## src/design/jrl_pkg.sv

```systemverilog
// shared types, codes and constants of the job record list
package jrl_pkg;

    localparam int unsigned DEPTH_DEF = 16;

    localparam logic [1:0] CMD_INSERT = 2'd0;
    localparam logic [1:0] CMD_SEARCH = 2'd1;
    localparam logic [1:0] CMD_DELETE = 2'd2;

    localparam logic [1:0] ST_OK       = 2'd0;
    localparam logic [1:0] ST_BADPOS   = 2'd1;
    localparam logic [1:0] ST_FULL     = 2'd2;
    localparam logic [1:0] ST_NOTFOUND = 2'd3;

    typedef struct packed {
        logic [1:0]  cmd;
        logic [4:0]  position;
        logic [7:0]  job_id;
        logic [7:0]  memory_size;
        logic [15:0] arrival_time;
        logic [15:0] run_time;
        logic [15:0] deadline;
        logic [15:0] start_time;
        logic [15:0] memory_address;
        logic [7:0]  process_id;
    } t_req;

    typedef struct packed {
        logic [1:0]  status;
        logic [7:0]  found_job_id;
        logic [7:0]  found_memory_size;
        logic [15:0] found_arrival_time;
        logic [15:0] found_run_time;
        logic [15:0] found_deadline;
        logic [15:0] found_start_time;
        logic [15:0] found_memory_address;
        logic [7:0]  found_process_id;
        logic [4:0]  entries_held;
    } t_rsp;

    // one stored job record
    typedef struct packed {
        logic [7:0]  job_id;
        logic [7:0]  memory_size;
        logic [15:0] arrival_time;
        logic [15:0] run_time;
        logic [15:0] deadline;
        logic [15:0] start_time;
        logic [15:0] memory_address;
        logic [7:0]  process_id;
    } t_rec;

    typedef enum logic [2:0] {
        S_IDLE,
        S_DECODE,
        S_INS_RD,
        S_INS_WR,
        S_INS_PUT,
        S_SCAN_RD,
        S_SCAN_CMP,
        S_DEL_WR
    } t_state;

endpackage

```

## src/design/jrl_mem.sv

```systemverilog
// record store: one write port, one read port with registered read data
module jrl_mem #(
    parameter int unsigned DEPTH = jrl_pkg::DEPTH_DEF,
    localparam int unsigned AW   = (DEPTH > 1) ? $clog2(DEPTH) : 1
) (
    input  logic           i_clk,
    input  logic           i_we,
    input  logic [AW-1:0]  i_waddr,
    input  jrl_pkg::t_rec  i_wdata,
    input  logic [AW-1:0]  i_raddr,
    output jrl_pkg::t_rec  o_rdata
);
    import jrl_pkg::*;

    t_rec r_mem [DEPTH];
    t_rec r_rdata;

    always_ff @(posedge i_clk) begin
        if (i_we) begin
            r_mem[i_waddr] <= i_wdata;
        end
    end

    always_ff @(posedge i_clk) begin
        r_rdata <= r_mem[i_raddr];
    end

    assign o_rdata = r_rdata;

endmodule

```

## src/design/job_record_list_insert_search_delete.sv

```systemverilog
// top level of the job record list: command sequencer around the record store
//
// Records sit in one single-port-read memory with registered read data. Every
// record that is inspected or moved up passes through a read state and then a
// compare or write-back state, while a delete moves records down at one per cycle
// because the next read is issued alongside each write. An insert moves
// m = count - position + 1 records up before it writes the new record; a rejected
// insert or an unused command ends straight after decode. A search scans from
// slot 0 up to the first match or to the end of the list, and ends straight after
// decode on an empty list. A delete scans as the search does and then moves the
// records behind the match down.
// busy stays high from the accepting edge until the cycle in which o_done
// shows the result; o_done lasts one cycle and must be taken then.
module job_record_list_insert_search_delete #(
    parameter int unsigned DEPTH = jrl_pkg::DEPTH_DEF
) (
    input  logic          i_clk,
    input  logic          i_rst_n,
    input  logic          start,
    input  jrl_pkg::t_req i_req,
    output logic          busy,
    output logic          o_done,
    output jrl_pkg::t_rsp o_rsp
);
    import jrl_pkg::*;

    localparam int unsigned AW   = (DEPTH > 1) ? $clog2(DEPTH) : 1;
    localparam int unsigned CW   = $clog2(DEPTH + 1);
    localparam int unsigned CMPW = ((CW > 5) ? CW : 5) + 1;

    t_state         r_state, n_state;
    t_req           r_req, n_req;
    logic [CW-1:0]  r_count, n_count;
    logic [CW-1:0]  r_k, n_k;
    logic           r_done, n_done;
    t_rsp           r_rsp, n_rsp;

    logic           mem_we;
    logic [AW-1:0]  mem_waddr;
    t_rec           mem_wdata;
    logic [AW-1:0]  mem_raddr;
    t_rec           mem_rdata;

    logic [CMPW-1:0] pos_ext;
    logic [CMPW-1:0] cnt_ext;
    logic            pos_ok;
    logic            is_full;
    logic [CW-1:0]   slot;
    logic [CW:0]     k_p1;
    logic [CW:0]     k_p2;
    logic [CW:0]     cnt_w;
    logic            match;
    t_rec            new_rec;

    jrl_mem #(
        .DEPTH (DEPTH)
    ) u_mem (
        .i_clk   (i_clk),
        .i_we    (mem_we),
        .i_waddr (mem_waddr),
        .i_wdata (mem_wdata),
        .i_raddr (mem_raddr),
        .o_rdata (mem_rdata)
    );

    assign pos_ext = CMPW'(r_req.position);
    assign cnt_ext = CMPW'(r_count);
    assign pos_ok  = (pos_ext != '0) && (pos_ext <= cnt_ext + CMPW'(1));
    assign is_full = (r_count == CW'(DEPTH));
    assign slot    = CW'(pos_ext - CMPW'(1));
    assign k_p1    = {1'b0, r_k} + (CW+1)'(1);
    assign k_p2    = {1'b0, r_k} + (CW+1)'(2);
    assign cnt_w   = {1'b0, r_count};
    assign match   = (mem_rdata.job_id == r_req.job_id);
    assign busy    = (r_state != S_IDLE);

    assign new_rec = '{
        job_id:         r_req.job_id,
        memory_size:    r_req.memory_size,
        arrival_time:   r_req.arrival_time,
        run_time:       r_req.run_time,
        deadline:       r_req.deadline,
        start_time:     r_req.start_time,
        memory_address: r_req.memory_address,
        process_id:     r_req.process_id
    };

    // next state
    always_comb begin
        n_state = r_state;
        unique case (r_state)
            S_IDLE: begin
                if (start) begin
                    n_state = S_DECODE;
                end
            end
            S_DECODE: begin
                priority if (r_req.cmd == CMD_INSERT) begin
                    if (!pos_ok || is_full) begin
                        n_state = S_IDLE;
                    end else if (r_count == slot) begin
                        n_state = S_INS_PUT;
                    end else begin
                        n_state = S_INS_RD;
                    end
                end else if (r_req.cmd == CMD_SEARCH || r_req.cmd == CMD_DELETE) begin
                    n_state = (r_count == '0) ? S_IDLE : S_SCAN_RD;
                end else begin
                    n_state = S_IDLE;
                end
            end
            S_INS_RD:  n_state = S_INS_WR;
            S_INS_WR:  n_state = (r_k - CW'(1) == slot) ? S_INS_PUT : S_INS_RD;
            S_INS_PUT: n_state = S_IDLE;
            S_SCAN_RD: n_state = S_SCAN_CMP;
            S_SCAN_CMP: begin
                priority if (match) begin
                    if (r_req.cmd == CMD_DELETE && k_p1 < cnt_w) begin
                        n_state = S_DEL_WR;
                    end else begin
                        n_state = S_IDLE;
                    end
                end else if (k_p1 >= cnt_w) begin
                    n_state = S_IDLE;
                end else begin
                    n_state = S_SCAN_RD;
                end
            end
            // the read of the next record was issued in the cycle before
            S_DEL_WR:  n_state = (k_p2 < cnt_w) ? S_DEL_WR : S_IDLE;
            default:   n_state = S_IDLE;
        endcase
    end

    // datapath and memory controls
    always_comb begin
        n_req     = r_req;
        n_count   = r_count;
        n_k       = r_k;
        n_done    = 1'b0;
        n_rsp     = r_rsp;
        mem_we    = 1'b0;
        mem_waddr = r_k[AW-1:0];
        mem_wdata = mem_rdata;
        mem_raddr = r_k[AW-1:0];

        unique case (r_state)
            S_IDLE: begin
                if (start) begin
                    n_req = i_req;
                end
            end
            S_DECODE: begin
                n_rsp              = '0;
                n_rsp.entries_held = 5'(r_count);
                priority if (r_req.cmd == CMD_INSERT) begin
                    n_k = r_count;
                    if (!pos_ok) begin
                        n_rsp.status = ST_BADPOS;
                        n_done       = 1'b1;
                    end else if (is_full) begin
                        n_rsp.status = ST_FULL;
                        n_done       = 1'b1;
                    end
                end else if (r_req.cmd == CMD_SEARCH || r_req.cmd == CMD_DELETE) begin
                    n_k = '0;
                    if (r_count == '0) begin
                        n_rsp.status = ST_NOTFOUND;
                        n_done       = 1'b1;
                    end
                end else begin
                    n_rsp.status = ST_OK;
                    n_done       = 1'b1;
                end
            end
            S_INS_RD: begin
                mem_raddr = AW'(r_k - CW'(1));
            end
            S_INS_WR: begin
                mem_we    = 1'b1;
                mem_waddr = r_k[AW-1:0];
                mem_wdata = mem_rdata;
                n_k       = r_k - CW'(1);
            end
            S_INS_PUT: begin
                mem_we             = 1'b1;
                mem_waddr          = slot[AW-1:0];
                mem_wdata          = new_rec;
                n_count            = r_count + CW'(1);
                n_rsp.status       = ST_OK;
                n_rsp.entries_held = 5'(r_count + CW'(1));
                n_done             = 1'b1;
            end
            S_SCAN_RD: begin
                mem_raddr = r_k[AW-1:0];
            end
            S_SCAN_CMP: begin
                // prefetch the record behind the current one for a delete
                mem_raddr = AW'(k_p1);
                priority if (match) begin
                    if (r_req.cmd == CMD_SEARCH) begin
                        n_rsp.status               = ST_OK;
                        n_rsp.found_job_id         = mem_rdata.job_id;
                        n_rsp.found_memory_size    = mem_rdata.memory_size;
                        n_rsp.found_arrival_time   = mem_rdata.arrival_time;
                        n_rsp.found_run_time       = mem_rdata.run_time;
                        n_rsp.found_deadline       = mem_rdata.deadline;
                        n_rsp.found_start_time     = mem_rdata.start_time;
                        n_rsp.found_memory_address = mem_rdata.memory_address;
                        n_rsp.found_process_id     = mem_rdata.process_id;
                        n_done                     = 1'b1;
                    end else if (k_p1 >= cnt_w) begin
                        n_count            = r_count - CW'(1);
                        n_rsp.status       = ST_OK;
                        n_rsp.entries_held = 5'(r_count - CW'(1));
                        n_done             = 1'b1;
                    end
                end else begin
                    n_k = CW'(k_p1);
                    if (k_p1 >= cnt_w) begin
                        n_rsp.status = ST_NOTFOUND;
                        n_done       = 1'b1;
                    end
                end
            end
            S_DEL_WR: begin
                mem_we    = 1'b1;
                mem_waddr = r_k[AW-1:0];
                mem_wdata = mem_rdata;
                mem_raddr = AW'(k_p2);
                n_k       = CW'(k_p1);
                if (k_p2 >= cnt_w) begin
                    n_count            = r_count - CW'(1);
                    n_rsp.status       = ST_OK;
                    n_rsp.entries_held = 5'(r_count - CW'(1));
                    n_done             = 1'b1;
                end
            end
            default: begin
                n_done = 1'b0;
            end
        endcase
    end

    always_ff @(posedge i_clk) begin
        if (!i_rst_n) begin
            r_state <= S_IDLE;
            r_count <= '0;
            r_done  <= 1'b0;
        end else begin
            r_state <= n_state;
            r_count <= n_count;
            r_done  <= n_done;
        end
    end

    always_ff @(posedge i_clk) begin
        r_req <= n_req;
        r_k   <= n_k;
        r_rsp <= n_rsp;
    end

    assign o_done = r_done;
    assign o_rsp  = r_rsp;

endmodule

```

## config.mk

```make
export PLATFORM = sky130hd
export DESIGN_NAME = job_record_list_insert_search_delete
export DESIGN_NICKNAME = d
export VERILOG_FILES = /design/src/design/jrl_pkg.sv /design/src/design/jrl_mem.sv /design/src/design/job_record_list_insert_search_delete.sv
export SDC_FILE = /design/constraint.sdc
export NUM_CORES = 2
export LEC_CHECK = 0
export ABC_AREA = 0
export BUFFER_PORTS_ARGS = -buffer_cell sky130_fd_sc_hd__buf_2
export CORE_ASPECT_RATIO = 0.9
export CORE_MARGIN = 3
export CORE_UTILIZATION = 50
export DETAILED_ROUTE_END_ITERATION = 10
export PLACE_DENSITY = 0.66
export RECOVER_POWER = 50
export SLEW_MARGIN = 5
export SYNTH_ARGS = -nofsm -noshare
export SYNTH_HDL_FRONTEND = slang
export SYNTH_HIERARCHICAL = 1
export SYNTH_SLANG_ARGS = --single-unit
```

## constraint.sdc

```tcl
create_clock -name i_clk -period 13.7 [get_ports i_clk]
set_input_delay 0.685 -clock i_clk [delete_from_list [all_inputs] [get_ports i_clk]]
set_output_delay 0.685 -clock i_clk [all_outputs]
set_load 0.02 [all_outputs]
```

==> reports/results.txt <==
Fin nets = 4,137
DR vias/cell = 6.02
Hold-critical path depth = 1
Synth async-reset ratio = 0
Initial Util = 0.505
Crit Path Max Fanout = 65
Multi-input gate area = 15,200 um2
Hpwl dp = 94,800 um
Post-synth EDFFs = 1,891
Number of global-route vias before repair = 37,500
Clock slew at reported path FFs = 0.06 ns
R2R setup slack = 5.17 ns
CTS tree = done
Critical Path Source Type = register
Yosys top cell by area = edfxtp_1
Non-filler cells in the finished layout = 6,133
CP endpoint kind = register
Met1 Use GR = 0.332
Switching power share of the total = 0.209
Sequential share of power = 0.541
Overflow after GRT = 0
# setup viols final = 0
Worst hold start = i_req[30]
Commonest non-fill, non-tap cell in the layout = edfxtp_1
Final hold violation count = 0
Most used flip-flop cell after synthesis = edfxtp_1
Fill count = 10,800
Main area contributors after synthesis = edfxtp_1, mux4_2, dfxtp_1, nand2_1, a22oi_1
Total GRT Usage = 0.224
Sequential share of the synthesized area = 0.785
Lkg Pwr = 28.0 nW
Yosys cell types = 59
# rows = 134
Clk pwr share = 0.414
Drt wl/cell = 28.3 um
1st-iter DRT viols = 4,396
Global routing usage on met3 = 0.0447
Post-Route WL = 174,000 um
Top Ports = 227
Cell Pwr Density = 150 nW/um2
Maximum vdd ir drop = 128 uV
Cells after Synth = 3,652
DIE AREA = 155,000 um2
Power Total = 12.8 mW
Worst Skew = 0.0469 ns
Status = complete, but fails checks
Placed Cells = 5,709
Via count = 36,900
Worst Path Arrival = 8.95 ns
Sw power = 2.68 mW
Largest net degree at the start of global routing = 120
Avg Cell Area, Syn = 20.6 um2
Tcrit/Tclk final = 0.623
Worst-case clock buffer depth = 3
Routed Antenna Nets = 0
Initial antenna violation count = 7
Core Region = 149,000 um2
GRT busiest layer = met2
DRT Pass-1 Iters = 6
Layout area overhead = 13.5%
Clock sink total = 2,004
Violated checks = max-capacitance violations, max-slew violations
Ys Warns = 6
CP Data Required Time = 14.12 ns
Htree depth = 4
Pint = 10.1 mW
FF-to-FF path depth = 9
Setup bufs post-CTS = 0
CTS root buffer = clkbuf_16
Hold Path End = new_rec[30]
Final setup TNS = 0 ns
Critical R2R Launch = r_state[2]
Max Cap Viol = 10
Period minus WS final = 8.53 ns
Layout cells sized above 1 = 0.212
First-pass GRT wire length = 256,000 um
Slew headroom = -1.77
Max Clock Freq = 0.117 GHz
Least-Margin Pin Slew = 4.16 ns
Reg2reg end = u_mem/r_mem[11][54]
Die X = 415 um
Commonest non-fill, non-tap cells in the layout = edfxtp_1, nand2_1, mux4_2
Seq cells post-synth = 2,004
Slew Viols, Final = 513
Buffers added on ports = 226
Crit Path Class = reg -> reg
DRC viols = 0
Synth top area share = 0.755
Combinational power share = 0.045
Die H = 374 um
Met2 Track Usage GR = 0.351
Worst-Skew Late Latency = 0.81 ns
Seq. cell area = 59,000 um2
Clock buffer count from CTS = 191
Worst hold path type = in -> reg
Final Wtd Congestion = 0.844
Synthesized net count = 3,794
RSZ-0062 raised after global routing = false
Netlist Area Pre-Place = 75,200 um2
## metal layers
metal,vias up,part of all wire
li1,15600,-
met1,19500,0.43
met2,1605,0.48
met3,207,0.080
met4,2,0.017
met5,-,0.000075
## logic make-up after synthesis
family	share of synthesized area
flip-flops	0.785
AND/OR/NAND/NOR	0.0376
multiplexers	0.125
AO/OA/AOI/OAI	0.0283
buffers and inverters	0.0146
XOR/XNOR	0.00443
adder cells (fa/ha/maj)	0.00466
## through the flow
step	worst slack [ns]	hold WS [ns]	util	cell area, um2
after floorplan	4.12	0.536	-	75200
after global placement	7.77	0.550	0.528	78600
after detailed placement	7.66	0.554	0.528	78600
after CTS	7.67	0.0000365	0.575	85600
after global routing	4.69	0.0136	0.573	85400
final	5.17	0.0664	0.573	85400
## power by group through the flow
stage	clock network (mW)	logic (mW)	registers (mW)
2_1_floorplan	0	0.352	7.04
3_3_place_gp	0	0.560	7.06
3_5_place_dp	0	0.572	7.05
4_1_cts	5.41	0.587	6.93
5_1_grt	5.64	0.629	6.93
6_report	5.30	0.572	6.93
## worst max-delay path, cell delays in order, from the launching register on
cell      delay, ns
dfxtp_1        0.84
inv_1          0.33
nor3_1         0.48
clkbuf_1       2.94
nand2_1        0.13
o21ai_1        0.51
nand2_1        0.40
nor2_4         1.00
buf_4          0.70
buf_4          0.78
## cell usage after synthesis (2+ instances only)
| library cell | number |
|---|---|
| nand2_1 | 454 |
| nor3_1 | 13 |
| and3_1 | 105 |
| nand2b_1 | 3 |
| a211oi_1 | 3 |
| buf_4 | 6 |
| nor2_1 | 30 |
| nand4_1 | 7 |
| nor2b_1 | 5 |
| buf_6 | 25 |
| a22oi_1 | 210 |
| and2_1 | 2 |
| o21ai_1 | 6 |
| buf_2 | 42 |
| xor2_1 | 7 |
| inv_2 | 3 |
| xnor2_1 | 31 |
| inv_1 | 17 |
| a22o_1 | 2 |
| clkbuf_1 | 112 |
| buf_1 | 17 |
| a21oi_1 | 13 |
| mux4_2 | 416 |
| o2111ai_1 | 2 |
| nand3_1 | 12 |
| a21o_1 | 3 |
| a31oi_1 | 4 |
| mux2i_1 | 6 |
| nand4b_1 | 2 |
| ha_1 | 28 |
| a221oi_1 | 2 |
| dfxtp_1 | 113 |
| a32oi_1 | 4 |
| o211ai_1 | 7 |
| o32a_1 | 2 |
| edfxtp_1 | 1891 |
| o21ai_0 | 23 |
| nand3b_1 | 3 |
## registers in the layout, summed over array words and instances (netlist names)
register and count:
u_mem/r_mem 1664, o_rsp 111, new_rec 104, u_mem/o_rdata 104, pos_ext 5, r_count 5, r_k 5, r_state 3
r_req 2, o_done 1
## final cells by class
cell class | instances | share of cell area
Sequential cell | 2004 | 0.692
Multi-Input combinational cell | 1426 | 0.178
Clock buffer | 282 | 0.0651
Tap cell | 1972 | 0.0289
Timing Repair Buffer | 352 | 0.0253
Clock inverter | 75 | 0.00969
Inverter | 20 | 0.000894
Antenna cell | 2 | 0.0000586
## repair_timing
item,CTS,global route
gates resized for setup,0,0
endpoints found under the hold margin,65,0
hold buffers,65,0
## worst max-delay path by stage
stage	to	cells after the start	start	slack [ns]
final	u_mem/r_mem[11][54]	9	r_state[2]	5.17
after global routing	u_mem/r_mem[11][54]	9	r_state[2]	4.69
after CTS	u_mem/r_mem[11][3]	9	r_state[2]	7.67
after detailed placement	u_mem/r_mem[11][34]	9	r_state[2]	7.66
after global placement	u_mem/r_mem[11][53]	9	r_state[2]	7.77
after floorplan	u_mem/r_mem[0][0]	7	r_state[2]	4.12
Power figures use the tool's default switching activity.
